<file path="src/sv/ehd_pkg.sv">
// ehd_pkg: types and codes shared by the error history deque
// item structs, operation codes, controller command and status groups
// depends on nothing
`default_nettype none

package ehd_pkg;

	localparam logic [2:0] OP_PUSH     = 3'd0;
	localparam logic [2:0] OP_POP_OLD  = 3'd1;
	localparam logic [2:0] OP_POP_NEW  = 3'd2;
	localparam logic [2:0] OP_CLEAR    = 3'd3;
	localparam logic [2:0] OP_READ_POS = 3'd4;

	localparam logic [2:0] REG_EMPTY_CODE = 3'd0;

	typedef struct packed {
		logic [2:0]         operation;
		logic signed [31:0] code_in;
		logic [5:0]         position;
	} in_item_t;

	typedef struct packed {
		logic signed [31:0] code_out;
		logic [63:0]        op_id;
		logic [5:0]         depth_out;
	} out_item_t;

	typedef struct packed {
		logic load;
		logic exec;
		logic push;
		logic pop_old;
		logic pop_new;
		logic clear;
		logic rd_pos;
		logic resp;
	} ctl_cmd_t;

	typedef struct packed {
		logic [2:0] op;
		logic       empty;
		logic       pos_ok;
	} ctl_sts_t;

endpackage

`default_nettype wire

</file>
<file path="src/sv/error_history_deque_unit.sv">
// error_history_deque_unit: bounded error code history, oldest dropped when full
// result strobed on done in the response state that follows the execute state
// no new item is taken until the last has left the execute and response steps
// the receiver cannot stall; done is high for exactly one cycle per item
// reset: history empty, op id counter at 1, empty code 0; no clearing pass
// depends on ehd_pkg, ehd_ctrl, ehd_dpath
`default_nettype none

module error_history_deque_unit #(
	parameter int CAPACITY = 32
) (
	input  wire logic               clk,
	input  wire logic               arst_n,
	input  wire logic               psel,
	input  wire logic               penable,
	input  wire logic               pwrite,
	input  wire logic [2:0]         paddr,
	input  wire logic [31:0]        pwdata,
	output logic [31:0]             prdata,
	output logic                    pready,
	input  wire logic               start,
	output logic                    busy,
	input  wire ehd_pkg::in_item_t  in_item,
	output logic                    done,
	output ehd_pkg::out_item_t      result
);
	import ehd_pkg::*;

	logic [31:0] empty_code_q;
	logic        reg_hit;
	ctl_cmd_t    cmd;
	ctl_sts_t    sts;

	assign pready  = 1'b1;
	assign reg_hit = (paddr == REG_EMPTY_CODE);
	assign prdata  = reg_hit ? empty_code_q : 32'd0;

	always_ff @(posedge clk or negedge arst_n) begin
		if (!arst_n) begin
			empty_code_q <= 32'd0;
		end else if (psel && penable && pwrite && reg_hit) begin
			empty_code_q <= pwdata;
		end
	end

	ehd_ctrl u_ctrl (
		.clk    (clk),
		.arst_n (arst_n),
		.start  (start),
		.busy   (busy),
		.done   (done),
		.sts    (sts),
		.cmd    (cmd)
	);

	ehd_dpath #(
		.CAPACITY (CAPACITY)
	) u_dpath (
		.clk        (clk),
		.arst_n     (arst_n),
		.in_item    (in_item),
		.empty_code (empty_code_q),
		.cmd        (cmd),
		.sts        (sts),
		.result     (result)
	);

endmodule

`default_nettype wire

</file>
<file path="src/sv/ehd_ctrl.sv">
// ehd_ctrl: sequencer for the error history deque
// takes an item, issues one execute step and one response step
// depends on ehd_pkg
`default_nettype none

module ehd_ctrl (
	input  wire logic              clk,
	input  wire logic              arst_n,
	input  wire logic              start,
	output logic                   busy,
	output logic                   done,
	input  wire ehd_pkg::ctl_sts_t sts,
	output ehd_pkg::ctl_cmd_t      cmd
);
	import ehd_pkg::*;

	localparam logic [1:0] ST_IDLE = 2'd0;
	localparam logic [1:0] ST_EXEC = 2'd1;
	localparam logic [1:0] ST_RESP = 2'd2;

	logic [1:0] state_q;

	always_ff @(posedge clk or negedge arst_n) begin
		if (!arst_n) begin
			state_q <= ST_IDLE;
		end else begin
			case (state_q)
				ST_IDLE: begin
					if (start) state_q <= ST_EXEC;
				end
				ST_EXEC: state_q <= ST_RESP;
				ST_RESP: state_q <= ST_IDLE;
				default: state_q <= ST_IDLE;
			endcase
		end
	end

	always_comb begin
		cmd      = '0;
		cmd.load = (state_q == ST_IDLE) && start;
		cmd.resp = (state_q == ST_RESP);
		if (state_q == ST_EXEC) begin
			cmd.exec = 1'b1;
			case (sts.op)
				OP_PUSH:     cmd.push    = 1'b1;
				OP_POP_OLD:  cmd.pop_old = !sts.empty;
				OP_POP_NEW:  cmd.pop_new = !sts.empty;
				OP_CLEAR:    cmd.clear   = 1'b1;
				OP_READ_POS: cmd.rd_pos  = sts.pos_ok;
				default: ;
			endcase
		end
	end

	assign busy = (state_q != ST_IDLE);
	assign done = cmd.resp;

endmodule

`default_nettype wire

</file>
<file path="src/sv/ehd_dpath.sv">
// ehd_dpath: storage and arithmetic for the error history deque
// circular code memory, fill level, newest pointer, op id counter
// depends on ehd_pkg
`default_nettype none

module ehd_dpath #(
	parameter int CAPACITY = 32
) (
	input  wire logic               clk,
	input  wire logic               arst_n,
	input  wire ehd_pkg::in_item_t  in_item,
	input  wire logic [31:0]        empty_code,
	input  wire ehd_pkg::ctl_cmd_t  cmd,
	output ehd_pkg::ctl_sts_t       sts,
	output ehd_pkg::out_item_t      result
);
	import ehd_pkg::*;

	localparam int AW = (CAPACITY > 1) ? $clog2(CAPACITY) : 1;
	localparam int FW = $clog2(CAPACITY + 1);
	localparam int PW = FW + 6;

	logic [31:0]   mem [CAPACITY];

	logic [2:0]    op_q;
	logic [31:0]   code_q;
	logic [5:0]    pos_q;
	logic [FW-1:0] fill_q;
	logic [AW-1:0] top_q;
	logic [63:0]   idc_q;
	logic [63:0]   id_res_q;
	logic          use_mem_q;
	logic [31:0]   rdata_q;

	logic [PW-1:0] pos_ext;
	logic [PW-1:0] fill_ext;
	logic [PW-1:0] off_pos_w;
	logic [PW-1:0] off_old_w;
	logic [AW-1:0] off;
	logic [AW:0]   sub_w;
	logic [AW-1:0] rd_addr;
	logic [AW-1:0] top_inc;
	logic [AW-1:0] top_dec;
	logic          full;
	logic          rd_en;

	assign pos_ext   = {{FW{1'b0}}, pos_q};
	assign fill_ext  = {6'b0, fill_q};
	assign off_pos_w = pos_ext - PW'(1);
	assign off_old_w = fill_ext - PW'(1);
	assign full      = (fill_q == FW'(CAPACITY));
	assign rd_en     = cmd.pop_old | cmd.pop_new | cmd.rd_pos;

	always_comb begin
		off = '0;
		if (cmd.pop_old) off = off_old_w[AW-1:0];
		else if (cmd.rd_pos) off = off_pos_w[AW-1:0];
	end

	assign sub_w   = {1'b0, top_q} + (AW+1)'(CAPACITY) - {1'b0, off};
	assign rd_addr = (sub_w >= (AW+1)'(CAPACITY)) ? AW'(sub_w - (AW+1)'(CAPACITY))
	                                              : sub_w[AW-1:0];
	assign top_inc = (top_q == AW'(CAPACITY - 1)) ? '0 : top_q + AW'(1);
	assign top_dec = (top_q == '0) ? AW'(CAPACITY - 1) : top_q - AW'(1);

	assign sts.op     = op_q;
	assign sts.empty  = (fill_q == '0);
	assign sts.pos_ok = (pos_q != '0) && (pos_ext <= fill_ext);

	always_ff @(posedge clk) begin
		if (cmd.load) begin
			op_q   <= in_item.operation;
			code_q <= in_item.code_in;
			pos_q  <= in_item.position;
		end
		if (cmd.push) mem[top_inc] <= code_q;
		if (rd_en) rdata_q <= mem[rd_addr];
		if (cmd.exec) begin
			id_res_q  <= cmd.push ? idc_q : 64'd0;
			use_mem_q <= rd_en;
		end
	end

	always_ff @(posedge clk or negedge arst_n) begin
		if (!arst_n) begin
			fill_q <= '0;
			top_q  <= '0;
			idc_q  <= 64'd1;
		end else begin
			if (cmd.push) begin
				top_q <= top_inc;
				idc_q <= idc_q + 64'd1;
				if (!full) fill_q <= fill_q + FW'(1);
			end
			if (cmd.pop_new) begin
				top_q  <= top_dec;
				fill_q <= fill_q - FW'(1);
			end
			if (cmd.pop_old) fill_q <= fill_q - FW'(1);
			if (cmd.clear) fill_q <= '0;
		end
	end

	assign result.code_out  = use_mem_q ? rdata_q : empty_code;
	assign result.op_id     = id_res_q;
	assign result.depth_out = fill_ext[5:0];

endmodule

`default_nettype wire
</file>
<file path="config.mk">
export PLATFORM = sky130hd
export DESIGN_NAME = error_history_deque_unit
export DESIGN_NICKNAME = d
export VERILOG_FILES = /design/src/sv/ehd_pkg.sv /design/src/sv/error_history_deque_unit.sv /design/src/sv/ehd_ctrl.sv /design/src/sv/ehd_dpath.sv
export SDC_FILE = /design/constraint.sdc
export NUM_CORES = 1
export LEC_CHECK = 0
export BUFFER_PORTS_ARGS = -buffer_cell sky130_fd_sc_hd__buf_4
export CORE_ASPECT_RATIO = 0.75
export CORE_UTILIZATION = 34
export DETAILED_ROUTE_END_ITERATION = 6
export GPL_TIMING_DRIVEN = 0
export SYNTH_ARGS = -nofsm -noshare
export SYNTH_HDL_FRONTEND = slang
export SYNTH_SLANG_ARGS = --single-unit
</file>
<file path="constraint.sdc">
create_clock -name clk -period 5.4 [get_ports clk]
set_clock_uncertainty 0.1 [all_clocks]
set_input_delay 0.27 -clock clk [delete_from_list [all_inputs] [get_ports clk]]
set_output_delay 0.27 -clock clk [all_outputs]
set_load 0.02 [all_outputs]
</file>
# Word-level counts from Yosys, hierarchy flattened

Memories as Yosys holds them, arrays and structs flattened. A register that Yosys moved wholly into a read port is not among the register bits.
Cells that the tools add are included.

Magnitude comparators: 2
Eq/ne operators: 10
Bitwise logic cells: 2
Reduce and logical (&&, ||, !) cells: 16
Muxes and demuxes: 24
$add $sub $neg: 10

Operators with widths:

| kind                                                   | number |
|---|---|
| adder 64 x 1 -> 64 bit (second input constant)         | 1 |
| 2-to-1 mux 32 bit                                      | 2 |
| 2-to-1 mux 6 bit                                       | 6 |
| 2-to-1 mux 5 bit                                       | 7 |
| subtractor 5 x 1 -> 5 bit (second input constant)      | 4 |
| 2-to-1 mux 1 bit                                       | 7 |
| adder 5 x 6 -> 6 bit (second input constant)           | 1 |
| adder 6 x 1 -> 6 bit (second input constant)           | 1 |
| equality test 3 x 2 -> 1 bit (second input constant)   | 2 |
| equality test 6 bit (second input constant)            | 1 |
| >= comparator 6 bit (second input constant)            | 1 |
| less-or-equal comparator 6 bit                         | 1 |
| logical NOT 3 bit                                      | 2 |
| logical NOT 6 bit                                      | 1 |
| nonzero test 6 bit                                     | 1 |
| subtractor 6 x 1 -> 6 bit (second input constant)      | 1 |
| subtractor 6 x 5 -> 6 bit                              | 1 |
| adder 5 x 1 -> 5 bit (second input constant)           | 1 |
| equality test 5 bit (second input constant)            | 1 |
| logical AND 1 bit                                      | 5 |
| logical NOT 5 bit                                      | 1 |
| inequality test 4 x 2 -> 1 bit (second input constant) | 1 |
| case mux 2 bit (2 select lines)                        | 1 |
| nonzero test 2 bit                                     | 2 |
| other kinds (11)                                       | 12 |

Memories: 1
Output and inout bits: 137
Bits of input ports: 82
Flip-flop bits (word level): 215
Memory bits (writable): 1,024

Memory list:

| name        | words | width | read ports | clocked after memory_dff | write ports | line            | RTL |
|---|---|---|---|---|---|---|---|
| u_dpath.mem | 32    | 32    | 1          | 1                        | 1           | ehd_dpath.sv:23 | `logic [31:0] mem [CAPACITY];` |

# Longest topological paths before layout

Gate-level depths: netlist of run 1.

Depth after elaboration: 9
Gate-level depth with buffers: 16
Mapped depth without buffers: 14

# By module

From an unflattened synthesis of run 1, not the netlist that was laid out.

Cells, all modules: 2,522
Area, all modules: 50,030.5 sq um

By module, submodules not included:

| module                   | area an instance (sq um) | sequential area each (sq um) | cells an instance | times used |
|---|---|---|---|---|
| ehd_dpath                | 48,293.8                 | 36,771.5                     | 2,397             | 1 |
| error_history_deque_unit | 1,589.0                  | 800.8                        | 107               | 1 |
| ehd_ctrl                 | 147.6                    | 50.0                         | 18                | 1 |

# Worst setup path before layout of run 1

No wires, ideal clock.

Path type: register to register
Start: register u_dpath.fill_q[5]
End: register u_dpath.rdata_q[4] (read register of u_dpath.mem) (data pin)
Data arrival time: 4.135 ns
Library setup time: 0.262 ns
Period minus slack after synthesis: 4.497 ns
Buffers on the path: 2
Required time: 5.038 ns
Stages on the path, launching flop included: 15
Path slack: 0.903 ns
Path through: dfrtp_1 -> inv_1 -> ha_1 -> a41o_1 -> a21oi_1 -> o221ai_2 -> o22ai_1 -> ha_1 -> inv_1 -> fa_1 -> buf_1 -> clkbuf_1 -> mux4_2 -> mux4_2 -> mux2_1

Cells in the longest elaborated chain, start to end: 9
Elaborated cells on any way between the ends: 16
Classes of those cells: add/sub (2); order compare (2); mux (7); bitwise (2); reduce/logical (3)

Ends and longest elaborated chain:

| item                                                             | line            | RTL |
|---|---|---|
| start, declared                                                  | ehd_dpath.sv:28 | `logic [FW-1:0] fill_q;` |
| start signal, assigned                                           | ehd_dpath.sv:93 | `if (!full) fill_q <= fill_q + FW'(1);` |
| start signal, assigned                                           | ehd_dpath.sv:97 | `fill_q <= fill_q - FW'(1);` |
| start signal, assigned                                           | ehd_dpath.sv:99 | `if (cmd.pop_old) fill_q <= fill_q - FW'(1);` |
| less-or-equal comparator 6 bit                                   | ehd_dpath.sv:68 | `assign sts.pos_ok = (pos_q != '0) && (pos_ext <= fill_ext);` |
| logical AND 1 bit                                                | ehd_dpath.sv:68 |  |
| 2-to-1 mux 1 bit                                                 | ehd_ctrl.sv:44  | `case (sts.op)` |
| 2-to-1 mux 6 bit (*)                                             | ehd_ctrl.sv:42  | `if (state_q == ST_EXEC) begin` |
| 2-to-1 mux 5 bit                                                 | ehd_dpath.sv:57 | `else if (cmd.rd_pos) off = off_pos_w[AW-1:0];` |
| 2-to-1 mux 5 bit                                                 | ehd_dpath.sv:56 | `if (cmd.pop_old) off = off_old_w[AW-1:0];` |
| subtractor 6 x 5 -> 6 bit                                        | ehd_dpath.sv:60 | `assign sub_w = {1'b0, top_q} + (AW+1)'(CAPACITY) - {1'b0, off};` |
| subtractor 5 x 1 -> 5 bit or >= comparator 6 bit (tied branches) | ehd_dpath.sv:61 | `assign rd_addr = (sub_w >= (AW+1)'(CAPACITY)) ? AW'(sub_w - (AW+1)'(CAPACITY))` |
| 2-to-1 mux 5 bit                                                 | ehd_dpath.sv:61 |  |
| end, declared                                                    | ehd_dpath.sv:33 | `logic [31:0] rdata_q;` |

Mark *: on every way between the ends. The rest lies on a longest branch, timed or not.
A chain may end at the register's enable or synchronous reset.

# Worst setup path after layout of run 1

Same ends and word-level chain as after synthesis.

==> run_results.csv, run 1 <==
group,metric,value,unit
sta,tightest_slew,1270,ps
clocking,cts_tree,"built",
layout,multiInputGateArea,11700,um^2
pwr,peakVddDrop,262,uV
layout,fin_util,41.6,%
hold_path,hold_class,"input pin to flop",
synthesis,syn_avg_cell_area,21.7,um^2
pwr,power.density,482,nW/um^2
die,core,144000,um^2
grt,grt_use_total,17.0,%
setup_path,critPathKind,"flop to flop",
layout,nNetsFinal,2855,
sta,final-setup-viol-count,0,
die,die-area,147000,um^2
synthesis,synth_seq_cells,1271,
clocking,clock_sinks,1271,
clocking,cts_root_buf,"clkbuf_16",
setup_path,crit_arrival,5640,ps
synthesis,synth-edff-count,1162,
synthesis,synth_top_area_share,70.4,%
clocking,cts_setup_buffers,0,
synthesis,netlist_top_cells_count,"edfxtp_1 (1162), mux4_2 (320), dfrtp_1 (108), mux2_2 (96), and2_1 (90)",
synthesis,synth_area,49600,um^2
grt,grt_pass1_vias,24741,
pwr,total_power,28900,uW
grt,overflow,0,
placement,hpwl,82.1,mm
layout,areaGrowthSynthToFinish,20.7,%
die,rows,120,
die,fp.dieH,333,um
route,num_vias,24425,
grt,grt_pass1_wl,179,mm
route,via_per_inst,5.15,
synthesis,synth_warnings,0,
placement,io_buffers,217,
clocking,clk_pin_slew_worst_paths,60,ps
synthesis,ys.flop_type,"edfxtp_1",
synthesis,seq_area_frac_synth,75.9,%
clocking,insertion_delay,770,ps
setup_path,cp_data_required_time,5800,ps
sta,hold_viol_final,0,
route,drt_wl_total,126,mm
synthesis,synth_cells,2281,
die,fp.dieW,443,um
run,max_cap_viol_count,0,
setup_path,critPathCaptureType,"flop",
synthesis,synth.most_common_cell,"edfxtp_1",
setup_path,crit_fanout,10,
synthesis,syn_nets,2386,
sta,timing.setup.tns,0,ps
synthesis,ys_async_sr_fraction,8.58,%
route,drc_errors,0,
clocking,clock_path_buffers,3,
route,drtIter0Drc,2656,
sta,slew_violations,0,
synthesis,synthTopCellsByArea,"edfxtp_1 (70%), mux4_2 (15%), dfrtp_1 (5.5%)",
clocking,numCtsBuffers,131,
grt,antenna_found_initial,8,
sta,maxSlewHeadroom,15.0,%
synthesis,yosysTopAreaCell,"edfxtp_1",
layout,drive_above_1_share,34.7,%
placement,place.gp.congestion,0.777,
sta,timing.hold.ws,111,ps
sta,finalCriticalPeriod,5240,ps
clocking,ctsHtreeMaxLevel,4,
sta,rsz0062_at_grt,"no",
sta,finalCritPeriodShare,97.1,%
synthesis,synthDistinctLibCells,67,
outcome,status,"finished clean",
sta,max_freq,191,MHz
layout,seq_area,37600,um^2
die,io-pin-count,219,
grt,grt_max_degree,78,
pwr,p_leak,0.0198,uW
route,firstDrtPassIters,5,
die,initial_core_util,34.5,%
route,ant_nets,0,
layout,final.fill_count,12335,
route,routedWlPerCell,26.5,um
setup_path,crit_path_start_kind,"flop",
==> registers in the layout (all words and copies together), names as in the netlist, 2 cells and up <==
signal,flops
empty_code_q,32
u_ctrl.state_q,2
u_dpath.code_q,32
u_dpath.fill_q,6
u_dpath.id_res_q,64
u_dpath.idc_q,64
u_dpath.mem,1024
u_dpath.op_q,3
u_dpath.pos_q,6
u_dpath.rdata_q,32
u_dpath.top_q,5
==> per-layer routing <==
layer | GRT usage [%] | vias to the layer above | routed length, um
li1 | - | 10324 | -
met1 | 24.4 | 12968 | 55100
met2 | 25.9 | 962 | 57900
met3 | 3.67 | 171 | 9720
met4 | 5.27 | 0 | 2860
met5 | 0 | - | 0
==> cell type report <==
class,count,share of cell area (%)
well taps,1891,3.95
clock buffers,156,5.79
diodes,2,0.00836
clock inverters,80,1.41
inverters,23,0.144
repair buffers,336,5.45
plain buffers,97,0.822
flip-flops and latches,1271,62.9
multi-input cells,890,19.5
==> cells in the final DEF (no fill, tap or decap), types with 4 or more instances in the layout <==
cell,synthesis,final
nand2_1,48,47
nand3_1,31,31
nor3_1,16,15
bufinv_16,0,11
inv_1,22,22
mux4_2,320,320
xor2_1,27,27
buf_2,33,35
buf_16,0,5
clkbuf_1,51,43
clkbuf_16,0,135
o21ai_0,7,7
edfxtp_1,1162,1162
nor2b_1,8,7
dlygate4sd3_1,0,76
clkinv_4,0,4
xnor2_1,48,46
clkinv_1,0,26
ha_1,22,22
a21oi_1,10,10
buf_6,4,6
nor2_4,0,33
nand2b_1,4,4
mux2_2,96,96
clkbuf_2,0,22
and2_1,90,90
clkinvlp_4,0,6
nor2_1,71,38
inv_16,0,4
buf_4,2,219
clkbuf_4,0,5
buf_12,0,34
dfrtp_1,108,108
nand4_1,16,16
buf_1,7,6
clkinv_2,0,21
and4_1,8,8
and3_1,13,13
==> report_power, final <==
group / switching [uW] / internal, uW
sequential: 325 / 11200
clock: 3910 / 5170
combinational: 4390 / 3860
==> logic make-up after synthesis <==
family / Yosys count / share of synthesized area (%)
AOI/OAI and AO/OA: 45 / 0.699
xor gates and xnor gates: 76 / 1.36
and+or+nand+nor: 328 / 3.62
muxes: 417 / 16.7
buffers and inverters: 120 / 1.07
DFF: 1271 / 75.9
other: 1 / 0.00757
adders and majority gates: 23 / 0.596
==> path summary, 6_finish.rpt <==
check / from / endpoint / slack (ps) / depth (start not counted)
max in group asynchronous: arst_n / empty_code_q[29]$_DFFE_PN0P_ / 4200 / 4
worst max register to register: u_dpath.fill_q[5]$_DFFE_PN0P_ / u_dpath.rdata_q[4]$_DFFE_PP_ / 160 / 14
worst min-delay path: in_item[34] / u_dpath.code_q[28]$_DFFE_PP_ / 110 / 2
min in group asynchronous: arst_n / empty_code_q[1]$_DFFE_PN0P_ / 480 / 4
worst min register to register: u_dpath.idc_q[2]$_DFFE_PN0P_ / u_dpath.idc_q[2]$_DFFE_PN0P_ / 370 / 1
worst max-delay path: u_dpath.fill_q[5]$_DFFE_PN0P_ / u_dpath.rdata_q[4]$_DFFE_PP_ / 160 / 14
==> critical path: stages, from the launching register on <==
cell and delay, ps:
dfrtp_1 480, inv_1 170, ha_1 360, a41o_1 210, a21oi_1 180, o221ai_2 220, o22ai_1 220, ha_1 180
inv_1 60, fa_1 630, buf_2 440, clkbuf_2 430, mux4_2 360, mux4_2 560, mux2_1 370
==> per-stage QoR <==
step	std cells	worst slack, ps	instance area (um^2)
2_1_floorplan	2281	903	49600
3_3_place_gp	4389	-1340	53600
3_5_place_dp	4431	-738	54700
4_1_cts	4744	2.38	59800
5_1_grt	4745	30.8	59800
6_report	4746	155	59800
==> timing repair <==
item | 4_1_cts | 5_1_grt
hold buffers | 77 | 0
hold endpoints to repair | 201 | 0
resized for setup | 32 | 11
setup endpoints to repair | 32 | 17
Power figures use the tool's default switching activity.
==> run 2, diff against run 1 <==
PLACE_DENSITY = 0.51   (was default)
==> run 2 against run 1 <==
Effect of this change: sequential power barely moved; critical endpoint unchanged; register-to-register slack gained 20 ps; worst hold slack gained 46 ps.
==> run_results.csv, run 2 (same netlist as run 1, synthesis figures left out) <==
group,metric,value,unit
run,max_cap_viol_count,0,
layout,drive_above_1_share,34.0,%
clocking,insertion_delay,740,ps
die,io-pin-count,219,
die,initial_core_util,34.5,%
placement,io_buffers,217,
grt,grt_use_total,18.1,%
route,num_vias,24715,
clocking,clk_pin_slew_worst_paths,60,ps
clocking,cts_root_buf,"clkbuf_16",
sta,tightest_slew,1130,ps
die,die-area,147000,um^2
layout,multiInputGateArea,11700,um^2
layout,final_cell_mix,"edfxtp_1 (1162), mux4_2 (320), buf_4 (221)",
setup_path,critPathMaxStageDelay,580,ps
layout,seq_area,37600,um^2
sta,slew_violations,0,
route,ant_nets,0,
setup_path,path_common_cell,"mux4_2",
pwr,total_power,28100,uW
grt,overflow,0,
grt,grtUsageMet3,3.30,%
sta,setup_ws,170,ps
grt,grt_pass1_wl,189,mm
sta,finalCriticalPeriod,5230,ps
sta,final-setup-viol-count,0,
placement,hpwl,88.8,mm
sta,maxSlewHeadroom,24.9,%
hold_path,hold_class,"input pin to flop",
route,drt_wl_total,134,mm
placement,place.gp.congestion,0.777,
setup_path,reg2regPathDepth,12,
layout,areaGrowthSynthToFinish,20.0,%
clocking,cts_tree,"built",
die,fp.dieW,443,um
setup_path,cp_data_required_time,5740,ps
setup_path,crit_slowest_cell,"ha_2",
grt,use_met1,27.2,%
clocking,clock_path_buffers,3,
setup_path,crit_arrival,5570,ps
route,firstDrtPassIters,5,
clocking,ctsHtreeMaxLevel,3,
pwr,peakVddDrop,325,uV
layout,final_common_cell,"edfxtp_1",
sta,finalCritPeriodShare,96.8,%
die,core,144000,um^2
hold_path,min_delay_path_depth,2,
die,fp.dieH,333,um
setup_path,crit_fanout,10,
grt,gr-max-usage-layer,"met2",
layout,largest_reg_flops,1024,
setup_path,critical_path.cell_chain,"inv_1, ha_1, or3b_1, o311a_1, o221ai_2, o22ai_1, ha_2, clkbuf_4, buf_2, mux4_2, mux4_2, mux2_1",
sta,hold_viol_final,0,
die,rows,120,
grt,grt_pass1_vias,25424,
clocking,numCtsBuffers,118,
setup_path,critPathKind,"flop to flop",
placement,dp_slack,-1270,ps
route,drc_errors,0,
sta,max_freq,191,MHz
grt,use_met2,27.5,%
layout,reg_top3,"u_dpath.mem: 1024 flops, u_dpath.id_res_q: 64 flops, u_dpath.idc_q: 64 flops",
grt,grt_max_degree,69,
layout,final.fill_count,12507,
outcome,status,"finished clean",
setup_path,crit_path_start_kind,"flop",
layout,top_register,"u_dpath.mem",
pwr,p_leak,0.0196,uW
grt,antenna_found_initial,5,
clocking,clock_sinks,1271,
route,routedWlPerCell,28.3,um
route,via_per_inst,5.22,
route,drtIter0Drc,2813,
pwr,power.density,472,nW/um^2
layout,nNetsFinal,2846,
setup_path,critPathCaptureType,"flop",
-- run 2: changes by cell type in the layout (fill, tap and decap cells not counted), moves of 5 or more --
cell       before  now
clkinv_2       21   16
buf_16          5   15
clkbuf_1       43   54
buf_12         34   29
clkbuf_4        5   17
diode_2         2    7
clkbuf_16     135  120
clkbuf_2       22    5
-- run 2: worst paths after layout --
path | startpoint | end | slack, ps
min in group asynchronous | arst_n | u_dpath.idc_q[21]$_DFFE_PN0P_ | 560
worst min register to register | u_dpath.idc_q[63]$_DFFE_PN0P_ | u_dpath.idc_q[63]$_DFFE_PN0P_ | 360
worst max register to register | u_dpath.pos_q[0]$_DFFE_PP_ | u_dpath.rdata_q[4]$_DFFE_PP_ | 170
worst max-delay path | u_dpath.pos_q[0]$_DFFE_PP_ | u_dpath.rdata_q[4]$_DFFE_PP_ | 170
worst min-delay path | in_item[0] | u_dpath.pos_q[0]$_DFFE_PP_ | 160
max in group asynchronous | arst_n | empty_code_q[26]$_DFFE_PN0P_ | 4200
-- run 2: final cells by class --
| type | instances | share of cell area (%) |
|---|---|---|
| multi-input cells | 890 | 19.7 |
| clock inverters | 66 | 1.03 |
| well taps | 1891 | 3.98 |
| inverters | 23 | 0.145 |
| plain buffers | 96 | 0.890 |
| repair buffers | 341 | 5.76 |
| flip-flops and latches | 1271 | 63.3 |
| diodes | 7 | 0.0294 |
| clock buffers | 152 | 5.25 |
-- run 2: through the flow --
step / area, um^2 / util [%] / setup TNS [ps] / hold slack [ps] / instances
floorplan: 49600 / - / 0 / -126 / 2281
global placement: 53600 / 37.3 / -1535600 / 349 / 4389
detailed placement: 54800 / 38.2 / -37870 / 176 / 4435
CTS: 59400 / 41.4 / 0 / 98.3 / 4730
global route: 59500 / 41.4 / -17.7 / 118 / 4731
finish: 59500 / 41.4 / 0 / 157 / 4737
-- run 2: worst max-delay path, delay by kind of cell (launching register included) --
kind                     cells  cell delay (ps)
flip-flops                   1              500
adder cells (fa/ha/maj)      2              770
AO/OA/AOI/OAI                3              620
buffers and inverters        3             1030
AND/OR/NAND/NOR              1              390
multiplexers                 3             1480
-- run 2: what timing repair did --
action                                  4_1_cts  5_1_grt
setup buffers                                 1        0
endpoints found under the setup margin       32       32
resized for setup                            43       28
pin swaps                                     1        0
hold buffers                                 77        0
hold endpoints to repair                    188        0
-- run 2: report_power, final --
group / total (uW) / switching [uW] / internal [uW]
logic: 8280 / 4400 / 3880
clock network: 8250 / 3660 / 4590
registers: 11500 / 335 / 11200
total: 28100 / 8390 / 19700
-- run 2: layer usage --
layer	part of all wire [%]	routed length, um	up-vias
met1	46	61900	13440
li1	-	-	10309
met5	0	0	-
met4	1.7	2320	0
met2	46	61300	815
met3	6.3	8500	151
==> run 3, diff against run 2 <==
MAX_ROUTING_LAYER = met4   (was default)
==> run 3 against run 2 <==
Effect of this change: sequential power barely moved; combinational power about the same; non-clock buffer count unchanged; clock-buffer cell count unchanged; largest cell class unchanged; critical path depth increased by 2; clock power barely moved; worst hold slack worse by 2.2 ps; first-iteration DRC count grew 0.75%; cell count down 0.11%; die area unchanged; routed wire length about the same; utilization is essentially flat.
==> run_results.csv, run 3 (same netlist as run 1, synthesis figures left out) <==
group,metric,value,unit
outcome,status,"finished clean",
sta,finalCritPeriodShare,97.6,%
grt,antenna_found_initial,7,
setup_path,crit_fanout,10,
route,ant_nets,0,
pwr,peakVddDrop,324,uV
pwr,power.density,472,nW/um^2
setup_path,reg2regPathDepth,14,
setup_path,critPathKind,"flop to flop",
sta,tightest_slew,1180,ps
layout,multiInputGateArea,11700,um^2
grt,grt_pass1_vias,25397,
layout,final_cell_mix,"edfxtp_1 (1162), mux4_2 (320), buf_4 (221)",
sta,hold_viol_final,0,
placement,placed_area,54800,um^2
sta,final-setup-viol-count,0,
route,routedWlPerCell,28.3,um
pwr,total_power,28100,uW
setup_path,crit_path_start_kind,"flop",
layout,final_common_cell,"edfxtp_1",
placement,io_buffers,217,
grt,overflow,0,
setup_path,rr_endpoint,"u_dpath.rdata_q[11]$_DFFE_PP_",
clocking,numCtsBuffers,118,
hold_path,hold_class,"input pin to flop",
route,drt_wl_total,134,mm
sta,slew_violations,0,
sta,timing.hold.ws,155,ps
sta,maxSlewHeadroom,21.6,%
placement,place.gp.congestion,0.788,
clocking,insertion_delay,740,ps
setup_path,rrSetupSlack,130,ps
die,io-pin-count,219,
layout,areaGrowthSynthToFinish,20.0,%
setup_path,cp_data_required_time,5770,ps
setup_path,critPathCaptureType,"flop",
route,via_per_inst,5.25,
layout,drive_above_1_share,34.0,%
clocking,clk_pin_slew_worst_paths,60,ps
grt,grt_use_total,18.7,%
layout,final.fill_count,12510,
die,core,144000,um^2
route,drc_errors,0,
grt,grt_pass1_wl,189,mm
sta,max_freq,190,MHz
layout,largest_reg_flops,1024,
pwr,p_leak,0.0196,uW
grt,grt_max_degree,69,
die,die-area,147000,um^2
die,fp.dieH,333,um
hold_path,worstHoldEndpoint,"u_dpath.pos_q[0]$_DFFE_PP_",
route,drtIter0Drc,2834,
layout,reg_top3,"u_dpath.mem: 1024 flops, u_dpath.id_res_q: 64 flops, u_dpath.idc_q: 64 flops",
placement,hpwl,88.8,mm
run,max_cap_viol_count,0,
clocking,clock_sinks,1271,
die,initial_core_util,34.5,%
setup_path,crit_arrival,5640,ps
clocking,clock_path_buffers,3,
setup_path,r2r-start,"u_dpath.fill_q[5]$_DFFE_PN0P_",
route,firstDrtPassIters,6,
sta,timing.setup.tns,0,ps
layout,nNetsFinal,2846,
clocking,cts_root_buf,"clkbuf_16",
layout,seq_area,37600,um^2
die,rows,120,
hold_path,min_delay_path_depth,2,
clocking,cts_tree,"built",
sta,finalCriticalPeriod,5270,ps
route,num_vias,24853,
hold_path,worstHoldStart,"in_item[0]",
layout,stdcell_area,59500,um^2
die,fp.dieW,443,um
layout,top_register,"u_dpath.mem",
clocking,ctsHtreeMaxLevel,3,
-- run 3: cell count changes in the layout (fill, tap and decap cells not counted) --
cell     change
diode_2      -5
-- run 3: repair_timing --
item                                    4_1_cts  5_1_grt
pin swaps                                     1        0
cloned                                        0        0
resized for setup                            43       28
endpoints found under the setup margin       32       32
setup buffers                                 1        0
hold buffers                                 77        0
hold endpoints to repair                    188        0
-- run 3: final cells by class --
| class | instances | share of cell area, % |
|---|---|---|
| tap | 1891 | 3.98 |
| buffer | 96 | 0.890 |
| antenna | 2 | 0.00842 |
| clock buffer | 152 | 5.25 |
| inverter | 23 | 0.145 |
| timing repair buffer | 341 | 5.76 |
| clock inverter | 66 | 1.03 |
| multi-input combinational | 890 | 19.7 |
| sequential | 1271 | 63.3 |
-- run 3: metal layers --
metal / global-route usage [%] / up-vias / share of wire (%)
li1: - / 10303 / -
met1: 27.2 / 13485 / 46
met2: 27.5 / 907 / 46
met3: 3.37 / 158 / 6.6
met4: 3.58 / 0 / 1.8
met5: - / - / 0
-- run 3: how the worst max path moves through the flow --
stage / cells after the start / start / to / slack (ps)
floorplan: 14 / u_dpath.fill_q[5]$_DFFE_PN0P_ / u_dpath.rdata_q[4]$_DFFE_PP_ / 900
global placement: 6 / u_dpath.op_q[0]$_DFFE_PP_ / u_dpath.mem[24][2]$_DFFE_PP_ / -1980
detailed placement: 12 / u_dpath.op_q[0]$_DFFE_PP_ / u_dpath.rdata_q[29]$_DFFE_PP_ / -1270
CTS: 12 / u_dpath.pos_q[0]$_DFFE_PP_ / u_dpath.rdata_q[4]$_DFFE_PP_ / 2
global route: 14 / u_dpath.fill_q[1]$_DFFE_PN0P_ / u_dpath.rdata_q[0]$_DFFE_PP_ / -8
finish: 14 / u_dpath.fill_q[5]$_DFFE_PN0P_ / u_dpath.rdata_q[11]$_DFFE_PP_ / 130
-- run 3: report_power, final --
part           leakage, uW  switching [uW]  total [uW]  internal [uW]
Combinational      0.00587            4390        8270           3880
Clock              0.00181            3650        8240           4590
Sequential          0.0120             334       11500          11200
-- run 3: critical path: stages (launching register included) --
cell and delay [ps]:
dfrtp_1 470, inv_1 180, ha_1 360, a41o_1 210, a21oi_1 150, o221ai_2 210, o22ai_1 180, ha_2 200
inv_1 60, fa_2 800, clkbuf_4 370, buf_2 450, mux4_2 390, mux4_2 520, mux2_2 310
-- run 3: stage by stage --
stage | std cells | utilization [%] | setup slack [ps]
2_1_floorplan | 2281 | - | 903
3_3_place_gp | 4389 | 37.3 | -1980
3_5_place_dp | 4435 | 38.2 | -1270
4_1_cts | 4730 | 41.4 | 2.39
5_1_grt | 4731 | 41.4 | -7.53
6_report | 4732 | 41.4 | 130
